`config.mk`:
```
export PLATFORM = sky130hd
export DESIGN_NAME = gyro_yaw_delta_reporter_top
export DESIGN_NICKNAME = d
export VERILOG_FILES = /design/src/hdl/gyd_pkg.sv /design/src/hdl/gyro_yaw_delta_reporter_top.sv
export VERILOG_INCLUDE_DIRS = /design/src /design/src/hdl
export SDC_FILE = /design/constraint.sdc
export NUM_CORES = 2
export LEC_CHECK = 0
export BUFFER_PORTS_ARGS = -buffer_cell sky130_fd_sc_hd__clkbuf_2
export CORE_ASPECT_RATIO = 1.75
export CORE_UTILIZATION = 35
export DETAILED_ROUTE_END_ITERATION = 8
export HOLD_SLACK_MARGIN = 0.03
export SLEW_MARGIN = 20
export SYNTH_ARGS = -nofsm -noshare
export SYNTH_HDL_FRONTEND = slang
export SYNTH_SLANG_ARGS = --single-unit
```
`constraint.sdc`:
```
create_clock -name clk_i -period 17.2 [get_ports clk_i]
set_input_delay 0 -clock clk_i [delete_from_list [all_inputs] [get_ports clk_i]]
set_output_delay 0 -clock clk_i [all_outputs]
set_load 0.05 [all_outputs]
```
`src/hdl/assert_macros.svh`:
```
// ----------------------------------------------------------------------------
// Assertion macros
// Shared concurrent assertion wrappers with a synchronous clock and an
// active-low reset that disables checking.
// ----------------------------------------------------------------------------
`ifndef ASSERT_MACROS_SVH
`define ASSERT_MACROS_SVH

// Property holds at every clock edge outside reset
`define ASSERT_HOLDS(lbl, clk, rst_n, prop, msg) \
  lbl: assert property (@(posedge clk) disable iff (!rst_n) (prop)) else $error(msg);

// Antecedent in one cycle implies the consequent in the next cycle
`define ASSERT_NEXT(lbl, clk, rst_n, ante, cons, msg) \
  lbl: assert property (@(posedge clk) disable iff (!rst_n) (ante) |=> (cons)) else $error(msg);

`endif

```
`src/hdl/gyd_pkg.sv`:
```
// ----------------------------------------------------------------------------
// gyd_pkg
// Widths, register reset values, register indexes, sequencer states and the
// control bundle of the yaw delta reporter.
// ----------------------------------------------------------------------------
`default_nettype none

package gyd_pkg;

  // Field and datapath widths
  localparam int unsigned RAW_W      = 16;
  localparam int unsigned TS_W       = 32;
  localparam int unsigned BIAS_W     = 24;
  localparam int unsigned DB_W       = 24;
  localparam int unsigned ALPHA_W    = 9;
  localparam int unsigned THR_W      = 51;
  localparam int unsigned OUT_W      = 52;
  localparam int unsigned RATE_W     = 26;
  localparam int unsigned DIFF_W     = 27;
  localparam int unsigned FACC_W     = 37;  // 28-bit high half, 9-bit alpha shift half
  localparam int unsigned FHI_W      = 28;
  localparam int unsigned PROD_W     = 59;  // 27-bit high half, 32-bit elapsed shift half
  localparam int unsigned PHI_W      = 27;
  localparam int unsigned RND_W      = 38;
  localparam int unsigned CFG_IDX_W  = 3;
  localparam int unsigned CFG_DATA_W = 51;
  localparam int unsigned CNT_W      = 5;

  // Last step index of the two bit-serial multiplies
  localparam logic [CNT_W-1:0] FILT_LAST = CNT_W'(ALPHA_W - 1);
  localparam logic [CNT_W-1:0] MULT_LAST = CNT_W'(TS_W - 1);

  // Full-weight alpha (new sample only)
  localparam logic [ALPHA_W-1:0] ALPHA_ONE = 9'd256;

  // Rounding offset of the filter, half an LSB of the Q8 result
  localparam logic signed [RND_W-1:0] RND_HALF = 38'sd128;

  // Register reset values
  localparam logic [BIAS_W-1:0]  BIAS_RST     = 24'd0;
  localparam logic [DB_W-1:0]    DEADBAND_RST = 24'd11738;
  localparam logic [ALPHA_W-1:0] ALPHA_RST    = 9'd64;
  localparam logic [THR_W-1:0]   SEND_RST     = 51'd6707200000;
  localparam logic [TS_W-1:0]    SILENCE_RST  = 32'd200000;
  localparam logic [THR_W-1:0]   RESIDUE_RST  = 51'd33536000;
  localparam logic [TS_W-1:0]    MAX_STEP_RST = 32'd100000;

  // Register indexes
  typedef enum logic [CFG_IDX_W-1:0] {
    CFG_BIAS     = 3'd0,
    CFG_INVERT   = 3'd1,
    CFG_DEADBAND = 3'd2,
    CFG_ALPHA    = 3'd3,
    CFG_SEND_THR = 3'd4,
    CFG_SILENCE  = 3'd5,
    CFG_RESIDUE  = 3'd6,
    CFG_MAX_STEP = 3'd7
  } cfg_idx_e;

  // Sequencer states
  typedef enum logic [3:0] {
    ST_IDLE,
    ST_CHECK,
    ST_RATE,
    ST_DIFF,
    ST_FILT,
    ST_ROUND,
    ST_DEAD,
    ST_MULT,
    ST_ACCUM,
    ST_DECIDE,
    ST_REPORT
  } gyd_state_e;

  // Datapath strobes from the sequencer
  typedef struct packed {
    logic take;       // ready for a new request
    logic check;      // elapsed time and start-up handling
    logic rate;       // bias removal and sign
    logic diff;       // filter difference, load alpha shifter
    logic filt_step;  // one bit of alpha * difference
    logic round;      // filter output with rounding
    logic dead;       // deadband, load elapsed shifter
    logic mult_step;  // one bit of rate * elapsed
    logic accum;      // saturating add to the pending delta
    logic decide;     // report conditions
    logic report_ld;  // load the output register
  } gyd_ctl_t;

endpackage

`default_nettype wire

```
`src/hdl/gyro_yaw_delta_reporter_top.sv`:
```
// ----------------------------------------------------------------------------
// gyro_yaw_delta_reporter_top
// Low-pass filtered, deadbanded yaw rate integrated over sample time, reported
// as a saturated delta on threshold or after a silence period.
// ----------------------------------------------------------------------------
// Sequence: a kept sample runs the 9-step bit-serial filter multiply and the
//   32-step rate * elapsed multiply; the first sample and skipped samples
//   return to idle after the check. A new request is taken only in idle.
// Reset: asynchronous, clears control and persistent state and loads register
//   defaults; the working and output payload registers are not reset.
// ----------------------------------------------------------------------------
`default_nettype none

`include "assert_macros.svh"

module gyro_yaw_delta_reporter_top
  import gyd_pkg::*;
#(
  parameter int unsigned ACCUM_BITS = 52
) (
  input  wire                           clk_i,
  input  wire                           rst_ni,
  // configuration writes
  input  wire                           cfg_we_i,
  input  wire  [CFG_IDX_W-1:0]          cfg_idx_i,
  input  wire  [CFG_DATA_W-1:0]         cfg_data_i,
  // sample requests
  input  wire                           in_valid_i,
  output logic                          in_stall_o,
  input  wire  signed [RAW_W-1:0]       gyro_raw_i,
  input  wire  [TS_W-1:0]               timestamp_us_i,
  // report requests
  output logic                          out_valid_o,
  input  wire                           out_stall_i,
  output logic signed [OUT_W-1:0]       yaw_delta_o,
  output logic                          report_cause_o
);

  localparam int unsigned SUM_W = ((ACCUM_BITS > PROD_W) ? ACCUM_BITS : PROD_W) + 1;
  localparam int unsigned CMP_W = (ACCUM_BITS > THR_W) ? ACCUM_BITS : THR_W;
  localparam int unsigned EXT_W = (ACCUM_BITS > OUT_W) ? ACCUM_BITS : OUT_W;

  // Saturation bounds of the accumulator, at the sum width
  localparam logic [SUM_W-1:0] AMAX_U =
    {{(SUM_W - ACCUM_BITS + 1){1'b0}}, {(ACCUM_BITS - 1){1'b1}}};
  localparam logic [SUM_W-1:0] AMIN_U = ~AMAX_U;

  // Configuration registers
  logic signed [BIAS_W-1:0] bias_q;
  logic                     invert_q;
  logic [DB_W-1:0]          deadband_q;
  logic [ALPHA_W-1:0]       alpha_q;
  logic [THR_W-1:0]         send_thr_q;
  logic [TS_W-1:0]          silence_q;
  logic [THR_W-1:0]         residue_q;
  logic [TS_W-1:0]          max_step_q;

  // Sequencer
  gyd_state_e               state_q, state_d;
  gyd_ctl_t                 ctl;
  logic [CNT_W-1:0]         cnt_q;

  // Persistent state
  logic                     started_q;
  logic [TS_W-1:0]          last_sample_q;
  logic [TS_W-1:0]          last_report_q;
  logic signed [RATE_W-1:0] filt_q;
  logic signed [ACCUM_BITS-1:0] pending_q;

  // Per-sample working registers
  logic signed [RAW_W-1:0]  raw_q;
  logic [TS_W-1:0]          now_q;
  logic [TS_W-1:0]          elapsed_q;
  logic signed [RATE_W-1:0] rate_q;
  logic signed [DIFF_W-1:0] diff_q;
  logic signed [FACC_W-1:0] facc_q;
  logic signed [PROD_W-1:0] prod_q;
  logic                     enough_q;

  // Output register
  logic                     out_valid_q;
  logic signed [OUT_W-1:0]  yaw_q;
  logic                     cause_q;

  // Combinational datapath
  logic [TS_W-1:0]          elapsed_w;
  logic                     skip_w;
  logic signed [RATE_W-1:0] scaled_w;
  logic signed [RATE_W-1:0] corr_w;
  logic signed [RATE_W-1:0] rate_w;
  logic [ALPHA_W-1:0]       alpha_eff;
  logic signed [DIFF_W-1:0] diff_w;
  logic signed [FHI_W-1:0]  fsum_w;
  logic signed [RND_W-1:0]  rnd_w;
  logic [RATE_W-1:0]        filt_abs;
  logic signed [PHI_W-1:0]  psum_w;
  logic signed [SUM_W-1:0]  sum_w;
  logic signed [ACCUM_BITS-1:0] sat_w;
  logic [ACCUM_BITS-1:0]    acc_abs;
  logic                     enough_w;
  logic                     silent_w;
  logic [TS_W-1:0]          since_w;
  logic signed [EXT_W-1:0]  acc_ext;
  logic                     out_free;

  // Configuration writes
  always_ff @(posedge clk_i or negedge rst_ni) begin
    if (!rst_ni) begin
      bias_q     <= BIAS_RST;
      invert_q   <= 1'b0;
      deadband_q <= DEADBAND_RST;
      alpha_q    <= ALPHA_RST;
      send_thr_q <= SEND_RST;
      silence_q  <= SILENCE_RST;
      residue_q  <= RESIDUE_RST;
      max_step_q <= MAX_STEP_RST;
    end else if (cfg_we_i) begin
      case (cfg_idx_e'(cfg_idx_i))
        CFG_BIAS:     bias_q     <= cfg_data_i[BIAS_W-1:0];
        CFG_INVERT:   invert_q   <= cfg_data_i[0];
        CFG_DEADBAND: deadband_q <= cfg_data_i[DB_W-1:0];
        CFG_ALPHA:    alpha_q    <= cfg_data_i[ALPHA_W-1:0];
        CFG_SEND_THR: send_thr_q <= cfg_data_i[THR_W-1:0];
        CFG_SILENCE:  silence_q  <= cfg_data_i[TS_W-1:0];
        CFG_RESIDUE:  residue_q  <= cfg_data_i[THR_W-1:0];
        CFG_MAX_STEP: max_step_q <= cfg_data_i[TS_W-1:0];
        default: ;
      endcase
    end
  end

  // Elapsed time and skip test
  assign elapsed_w = now_q - last_sample_q;
  assign skip_w    = (elapsed_w == '0) || (elapsed_w > max_step_q);

  // Bias-corrected rate in Q8, optionally negated
  assign scaled_w = {{(RATE_W - RAW_W - 8){raw_q[RAW_W-1]}}, raw_q, 8'h00};
  assign corr_w   = scaled_w - RATE_W'(bias_q);
  assign rate_w   = invert_q ? -corr_w : corr_w;

  // Filter: new = old + alpha * (rate - old) / 256, alpha clamped to 256
  assign alpha_eff = (alpha_q > ALPHA_ONE) ? ALPHA_ONE : alpha_q;
  assign diff_w    = DIFF_W'(rate_q) - DIFF_W'(filt_q);

  // One multiplier bit of alpha * diff: add into the high half, shift right
  assign fsum_w = facc_q[FACC_W-1:ALPHA_W]
                + (facc_q[0] ? FHI_W'(diff_q) : FHI_W'(0));

  // 256 * old + alpha * diff + half, then floor divide by 256
  assign rnd_w = (RND_W'(filt_q) <<< 8) + RND_W'(facc_q) + RND_HALF;

  assign filt_abs = filt_q[RATE_W-1] ? RATE_W'(-filt_q) : RATE_W'(filt_q);

  // One multiplier bit of rate * elapsed
  assign psum_w = prod_q[PROD_W-1:TS_W]
                + (prod_q[0] ? PHI_W'(filt_q) : PHI_W'(0));

  // Saturating accumulate
  assign sum_w = SUM_W'(pending_q) + SUM_W'(prod_q);
  always_comb begin
    if (sum_w > $signed(AMAX_U)) begin
      sat_w = ACCUM_BITS'(AMAX_U);
    end else if (sum_w < $signed(AMIN_U)) begin
      sat_w = ACCUM_BITS'(AMIN_U);
    end else begin
      sat_w = ACCUM_BITS'(sum_w);
    end
  end

  // Report conditions
  assign acc_abs  = pending_q[ACCUM_BITS-1] ? (~pending_q + 1'b1) : pending_q;
  assign since_w  = now_q - last_report_q;
  assign enough_w = CMP_W'(acc_abs) >= CMP_W'(send_thr_q);
  assign silent_w = (since_w >= silence_q) && (CMP_W'(acc_abs) > CMP_W'(residue_q));

  assign acc_ext  = EXT_W'(pending_q);
  assign out_free = !out_valid_q || !out_stall_i;

  // Next state
  always_comb begin
    state_d = state_q;
    case (state_q)
      ST_IDLE:   if (in_valid_i) state_d = ST_CHECK;
      ST_CHECK:  state_d = (!started_q || skip_w) ? ST_IDLE : ST_RATE;
      ST_RATE:   state_d = ST_DIFF;
      ST_DIFF:   state_d = ST_FILT;
      ST_FILT:   if (cnt_q == FILT_LAST) state_d = ST_ROUND;
      ST_ROUND:  state_d = ST_DEAD;
      ST_DEAD:   state_d = ST_MULT;
      ST_MULT:   if (cnt_q == MULT_LAST) state_d = ST_ACCUM;
      ST_ACCUM:  state_d = ST_DECIDE;
      ST_DECIDE: state_d = (enough_w || silent_w) ? ST_REPORT : ST_IDLE;
      ST_REPORT: if (out_free) state_d = ST_IDLE;
      default:   state_d = ST_IDLE;
    endcase
  end

  // Sequencer outputs
  always_comb begin
    ctl = '0;
    case (state_q)
      ST_IDLE:   ctl.take      = 1'b1;
      ST_CHECK:  ctl.check     = 1'b1;
      ST_RATE:   ctl.rate      = 1'b1;
      ST_DIFF:   ctl.diff      = 1'b1;
      ST_FILT:   ctl.filt_step = 1'b1;
      ST_ROUND:  ctl.round     = 1'b1;
      ST_DEAD:   ctl.dead      = 1'b1;
      ST_MULT:   ctl.mult_step = 1'b1;
      ST_ACCUM:  ctl.accum     = 1'b1;
      ST_DECIDE: ctl.decide    = 1'b1;
      ST_REPORT: ctl.report_ld = out_free;
      default:   ctl = '0;
    endcase
  end

  assign in_stall_o = !ctl.take;

  // Control state
  always_ff @(posedge clk_i or negedge rst_ni) begin
    if (!rst_ni) begin
      state_q       <= ST_IDLE;
      cnt_q         <= '0;
      started_q     <= 1'b0;
      last_sample_q <= '0;
      last_report_q <= '0;
      filt_q        <= '0;
      pending_q     <= '0;
      out_valid_q   <= 1'b0;
    end else begin
      state_q <= state_d;

      // step counter for both serial multiplies
      if (ctl.diff || ctl.dead) begin
        cnt_q <= '0;
      end else if (ctl.filt_step || ctl.mult_step) begin
        cnt_q <= cnt_q + 1'b1;
      end

      // first sample records both times; later ones move the sample time
      if (ctl.check) begin
        started_q     <= 1'b1;
        last_sample_q <= now_q;
        if (!started_q) begin
          last_report_q <= now_q;
        end
      end

      if (ctl.round) begin
        filt_q <= rnd_w[RATE_W+7:8];
      end else if (ctl.dead && (filt_abs < RATE_W'(deadband_q))) begin
        filt_q <= '0;
      end

      if (ctl.accum) begin
        pending_q <= sat_w;
      end else if (ctl.report_ld) begin
        pending_q <= '0;
      end

      if (ctl.report_ld) begin
        last_report_q <= now_q;
        out_valid_q   <= 1'b1;
      end else if (!out_stall_i) begin
        out_valid_q   <= 1'b0;
      end
    end
  end

  // Working and output payload registers
  always_ff @(posedge clk_i) begin
    if (ctl.take && in_valid_i) begin
      raw_q <= gyro_raw_i;
      now_q <= timestamp_us_i;
    end
    if (ctl.check) begin
      elapsed_q <= elapsed_w;
    end
    if (ctl.rate) begin
      rate_q <= rate_w;
    end
    if (ctl.diff) begin
      diff_q <= diff_w;
      facc_q <= {{(FACC_W - ALPHA_W){1'b0}}, alpha_eff};
    end else if (ctl.filt_step) begin
      facc_q <= {fsum_w[FHI_W-1], fsum_w, facc_q[ALPHA_W-1:1]};
    end
    if (ctl.dead) begin
      prod_q <= {{(PROD_W - TS_W){1'b0}}, elapsed_q};
    end else if (ctl.mult_step) begin
      prod_q <= {psum_w[PHI_W-1], psum_w, prod_q[TS_W-1:1]};
    end
    if (ctl.decide) begin
      enough_q <= enough_w;
    end
    if (ctl.report_ld) begin
      yaw_q   <= acc_ext[OUT_W-1:0];
      cause_q <= !enough_q;
    end
  end

  assign out_valid_o    = out_valid_q;
  assign yaw_delta_o    = yaw_q;
  assign report_cause_o = cause_q;

  // Checks
  `ASSERT_HOLDS(a_load_from_report, clk_i, rst_ni,
    !$rose(out_valid_o) || $past(state_q == ST_REPORT), "result loaded outside report")
  `ASSERT_NEXT(a_mult_runs_out, clk_i, rst_ni,
    (state_q == ST_MULT) && (cnt_q != MULT_LAST), state_q == ST_MULT, "multiply cut short")
  `ASSERT_NEXT(a_report_clears, clk_i, rst_ni,
    ctl.report_ld, (pending_q == '0) && out_valid_o, "report did not clear the delta")
  `ASSERT_HOLDS(a_deadband_applied, clk_i, rst_ni,
    (state_q != ST_MULT) || (filt_q == '0) || (filt_abs >= RATE_W'(deadband_q)),
    "rate inside deadband reached the integrator")

endmodule

`default_nettype wire
```
==> results by group <==
Run status
  – Outcome: completed

Yosys
  – Avg Inst Size Synth: 9.78 µm²
  – Cell Area, Synth: 42,900 µm²
  – Number of flops mapped to enable cells by yosys: 228
  – Flops & latches, synth: 658
  – Area leader, netlist: dfrtp_1
  – Synthesized net count: 4,932
  – Asr flop ratio synth: 57.3%
  – Synth Warn #: 0
  – Sequential area share after synthesis: 40.6%
  – Dominant register cell in the synthesized netlist: dfrtp_1
  – Yosys cell types: 111
  – Share of the synthesized area in the top cell type: 19.2%
  – Area contributors post-synth: dfrtp_1 19%, edfxtp_1 16%, ha_1 13%
  – Mapped Cells: 4,383

Power and ir drop
  – Maximum vdd drop: 0.0000831 V
  – Power per standard cell area: 159 nW/µm²
  – Leakage: 21.6 nW

Setup path
  – Setup crit end kind: register
  – WP depth: 27
  – WP buf/inv: 2
  – Crit path required time: 17.74 ns
  – Data arrival, critical path: 7.70 ns
  – Worst R2R Path Depth: 27
  – Slowest cell delay on critical path: 0.59 ns
  – Most frequent cell on the critical path: a21o_1
  – CP Launch Type: register
  – Crit-path max FO: 4
  – Worst Path Class, Setup: reg -> reg
  – Critical path's slowest cell: a221oi_1
  – Delay-heaviest family, CP: compound AO/OA/AOI/OAI gates

Timing
  – Worst-margin pin slew: 1.01 ns
  – Setup TNS: 0 ns
  – Endpoints failing hold: 0
  – Setup violators final: 0
  – Rel. slew slack: 31.9%
  – Fmax: 0.140 GHz
  – Final clock skew: 0.0353 ns
  – Post-route clock period utilization: 41.6%
  – Max Slew Vio Count: 0
  – RSZ-0062 raised after global routing: false
  – Post-layout min period: 7.16 ns

CTS
  – Clk sinks: 658
  – Clk_lat worst skew: 0.68 ns
  – CTS buffer count: 68
  – Clock buffer depth: 3
  – Resize count post-CTS: 0
  – TritonCTS clock tree: done
  – Root buf cell: clkbuf_16
  – CTS clk-pin slew, worst paths: 0.06 ns
  – H-tree depth: 3

Placement
  – Post-DP HPWL: 93,200 µm
  – Placer Congestion: 0.884
  – Port Buf Inserts: 161

Global routing
  – GRT Total Usage: 19.6%
  – Largest net degree at the start of global routing: 126
  – Total grt overflow: 0
  – Initial antenna violation count: 3
  – First-pass GRT wire length: 187,000 µm
  – Number of global-route vias before repair: 33,394

Floorplan
  – Die Span X: 267 µm
  – IO Pins: 162
  – Core Region: 121,000 µm²
  – Standard-cell rows: 169
  – Chip height: 465 µm
  – Initial Util: 35.3%
  – Die footprint: 124,000 µm²

Detailed routing
  – M1 WL: 48,300 µm
  – Final ANT Viol Nets: 0
  – Met3 WL: 3720 µm
  – Detail Route met2 WL: 64,000 µm
  – Max Used Layer: met4
  – Wirelength per Cell: 19.2 µm
  – DR vias/cell: 5.21
  – DRT Pass-1 Iters: 7
  – Initial DRC Count: 1,536
  – Residual DRC: 0
  – Routed vias: 33,019
  – DRT Wirelength: 122,000 µm

Run
  – Max-Cap Viols: 0

Finish
  – Final core utilization: 40.5%
  – Most common cell after layout, fill and taps aside: ha_1
  – Nets: 5,205
  – Share of layout cells above drive strength 1: 13.8%
  – Most frequent cells in the layout: 435 x ha_1, 420 x nand2_1, 387 x inv_1
  – Area grow syn2layout: 14.6%

Min path
  – Hold path depth: 2
  – Tightest Hold Check Type: in -> reg
[flip-flops by register name (all words and copies together) (netlist names), 27 cells and up]
register	cells
acc_ext	52
diff_q	27
elapsed_q	32
facc_q	36
last_report_q	32
last_sample_q	32
max_step_q	32
now_q	32
prod_q	58
residue_q	51
send_thr_q	51
silence_q	32
yaw_delta_o	52
[power breakdown]
group | leakage, nW | switching (mW) | internal (mW)
sequential | 7.08 | 0.267 | 2.15
combinational | 13.4 | 2.26 | 1.59
clock | 1.09 | 0.672 | 0.843
total | 21.6 | 3.20 | 4.59
[metrics by stage]
step	cells	power, mW	setup slack, ns	area (µm²)	hold WS (ns)
2_1_floorplan	4383	5.24	11.47	42900	-0.296
3_3_place_gp	6075	6.19	10.08	45500	-0.00692
3_5_place_dp	6075	6.28	10.02	45500	-0.00275
4_1_cts	6335	7.86	10.03	49100	0.0314
5_1_grt	6338	8.40	9.69	49100	0.0611
6_report	6338	7.79	10.04	49100	0.0613
[worst register-to-register path: stages (launching register included)]
cell	delay [ns]
edfxtp_1	0.40
inv_1	0.09
ha_1	0.17
inv_1	0.06
fa_1	0.39
a21o_1	0.18
a21oi_1	0.25
o21bai_1	0.10
a21oi_1	0.27
o21a_1	0.26
o21ai_0	0.23
a41o_1	0.34
a221oi_1	0.59
o2111ai_1	0.25
a31oi_1	0.39
xnor2_1	0.17
ha_1	0.26
a21o_1	0.16
a21o_1	0.17
a21o_1	0.17
a21oi_1	0.14
a2bb2oi_1	0.25
o211ai_1	0.29
a22oi_1	0.32
nand3_1	0.25
or4b_1	0.58
nor4b_2	0.23
a31oi_1	0.11
[path summary, 6_finish.rpt]
| check | start | endpoint | slack (ns) |
|---|---|---|---|
| min in group asynchronous | rst_ni | silence_q[27] | 0.46 |
| setup / recovery | now_q[0] | state_q[1] | 10.04 |
| hold / removal | gyro_raw_i[4] | raw_q[4] | 0.06 |
| setup reg to reg | now_q[0] | state_q[1] | 10.04 |
| hold reg to reg | facc_q[12] | facc_q[12] | 0.49 |
| max in group asynchronous | rst_ni | acc_ext[51] | 15.08 |
[logic make-up after synthesis]
kind of cell / Yosys count / synth area share (%)
flops: 658 / 40.6
buf+inv: 515 / 4.70
mux: 173 / 4.54
fa+ha+maj: 442 / 13.0
xor+xnor: 290 / 5.92
simple gates: 1103 / 12.7
compound gates: 1202 / 18.6
[synthesized netlist by cell type, types with 13 or more instances]
| cell | count |
|---|---|
| a211oi_1 | 24 |
| a21o_1 | 132 |
| a21oi_1 | 279 |
| a22o_1 | 30 |
| a22oi_2 | 50 |
| a31oi_1 | 31 |
| and2_1 | 66 |
| and3_1 | 23 |
| clkbuf_1 | 111 |
| dfrtp_1 | 329 |
| dfstp_2 | 48 |
| dfxtp_1 | 53 |
| edfxtp_1 | 228 |
| ha_1 | 435 |
| inv_1 | 388 |
| mux2_2 | 171 |
| nand2_1 | 420 |
| nand2b_1 | 63 |
| nand3_1 | 65 |
| nand4_1 | 57 |
| nor2_1 | 167 |
| nor2b_1 | 42 |
| nor3_1 | 62 |
| nor4_1 | 14 |
| o211ai_1 | 22 |
| o21a_1 | 45 |
| o21ai_0 | 359 |
| o21bai_1 | 33 |
| o22ai_1 | 13 |
| o31ai_1 | 43 |
| or2_2 | 22 |
| or3_1 | 34 |
| or4_1 | 13 |
| xnor2_1 | 208 |
| xor2_1 | 82 |
[final cells by class]
cell class	instances	area [µm²]
inverters	388	1460
repair buffers	330	2450
well taps	1624	2030
fillers	12006	72200
clock buffers	85	1870
multi-input cells	3210	23500
flip-flops and latches	658	17400
diodes	3	7.51
clock inverters	40	372
[routing by layer]
metal	vias to the layer above	GRT usage [%]
li1	16282	-
met1	15979	21.6
met2	552	36.7
met3	206	2.21
met4	0	9.69
met5	-	0
[timing repair]
action,4_1_cts,5_1_grt
setup buffers,0,0
endpoints found under the hold margin,454,0
hold buffers,135,0
Note: power is estimated with default switching activity, not from simulation.
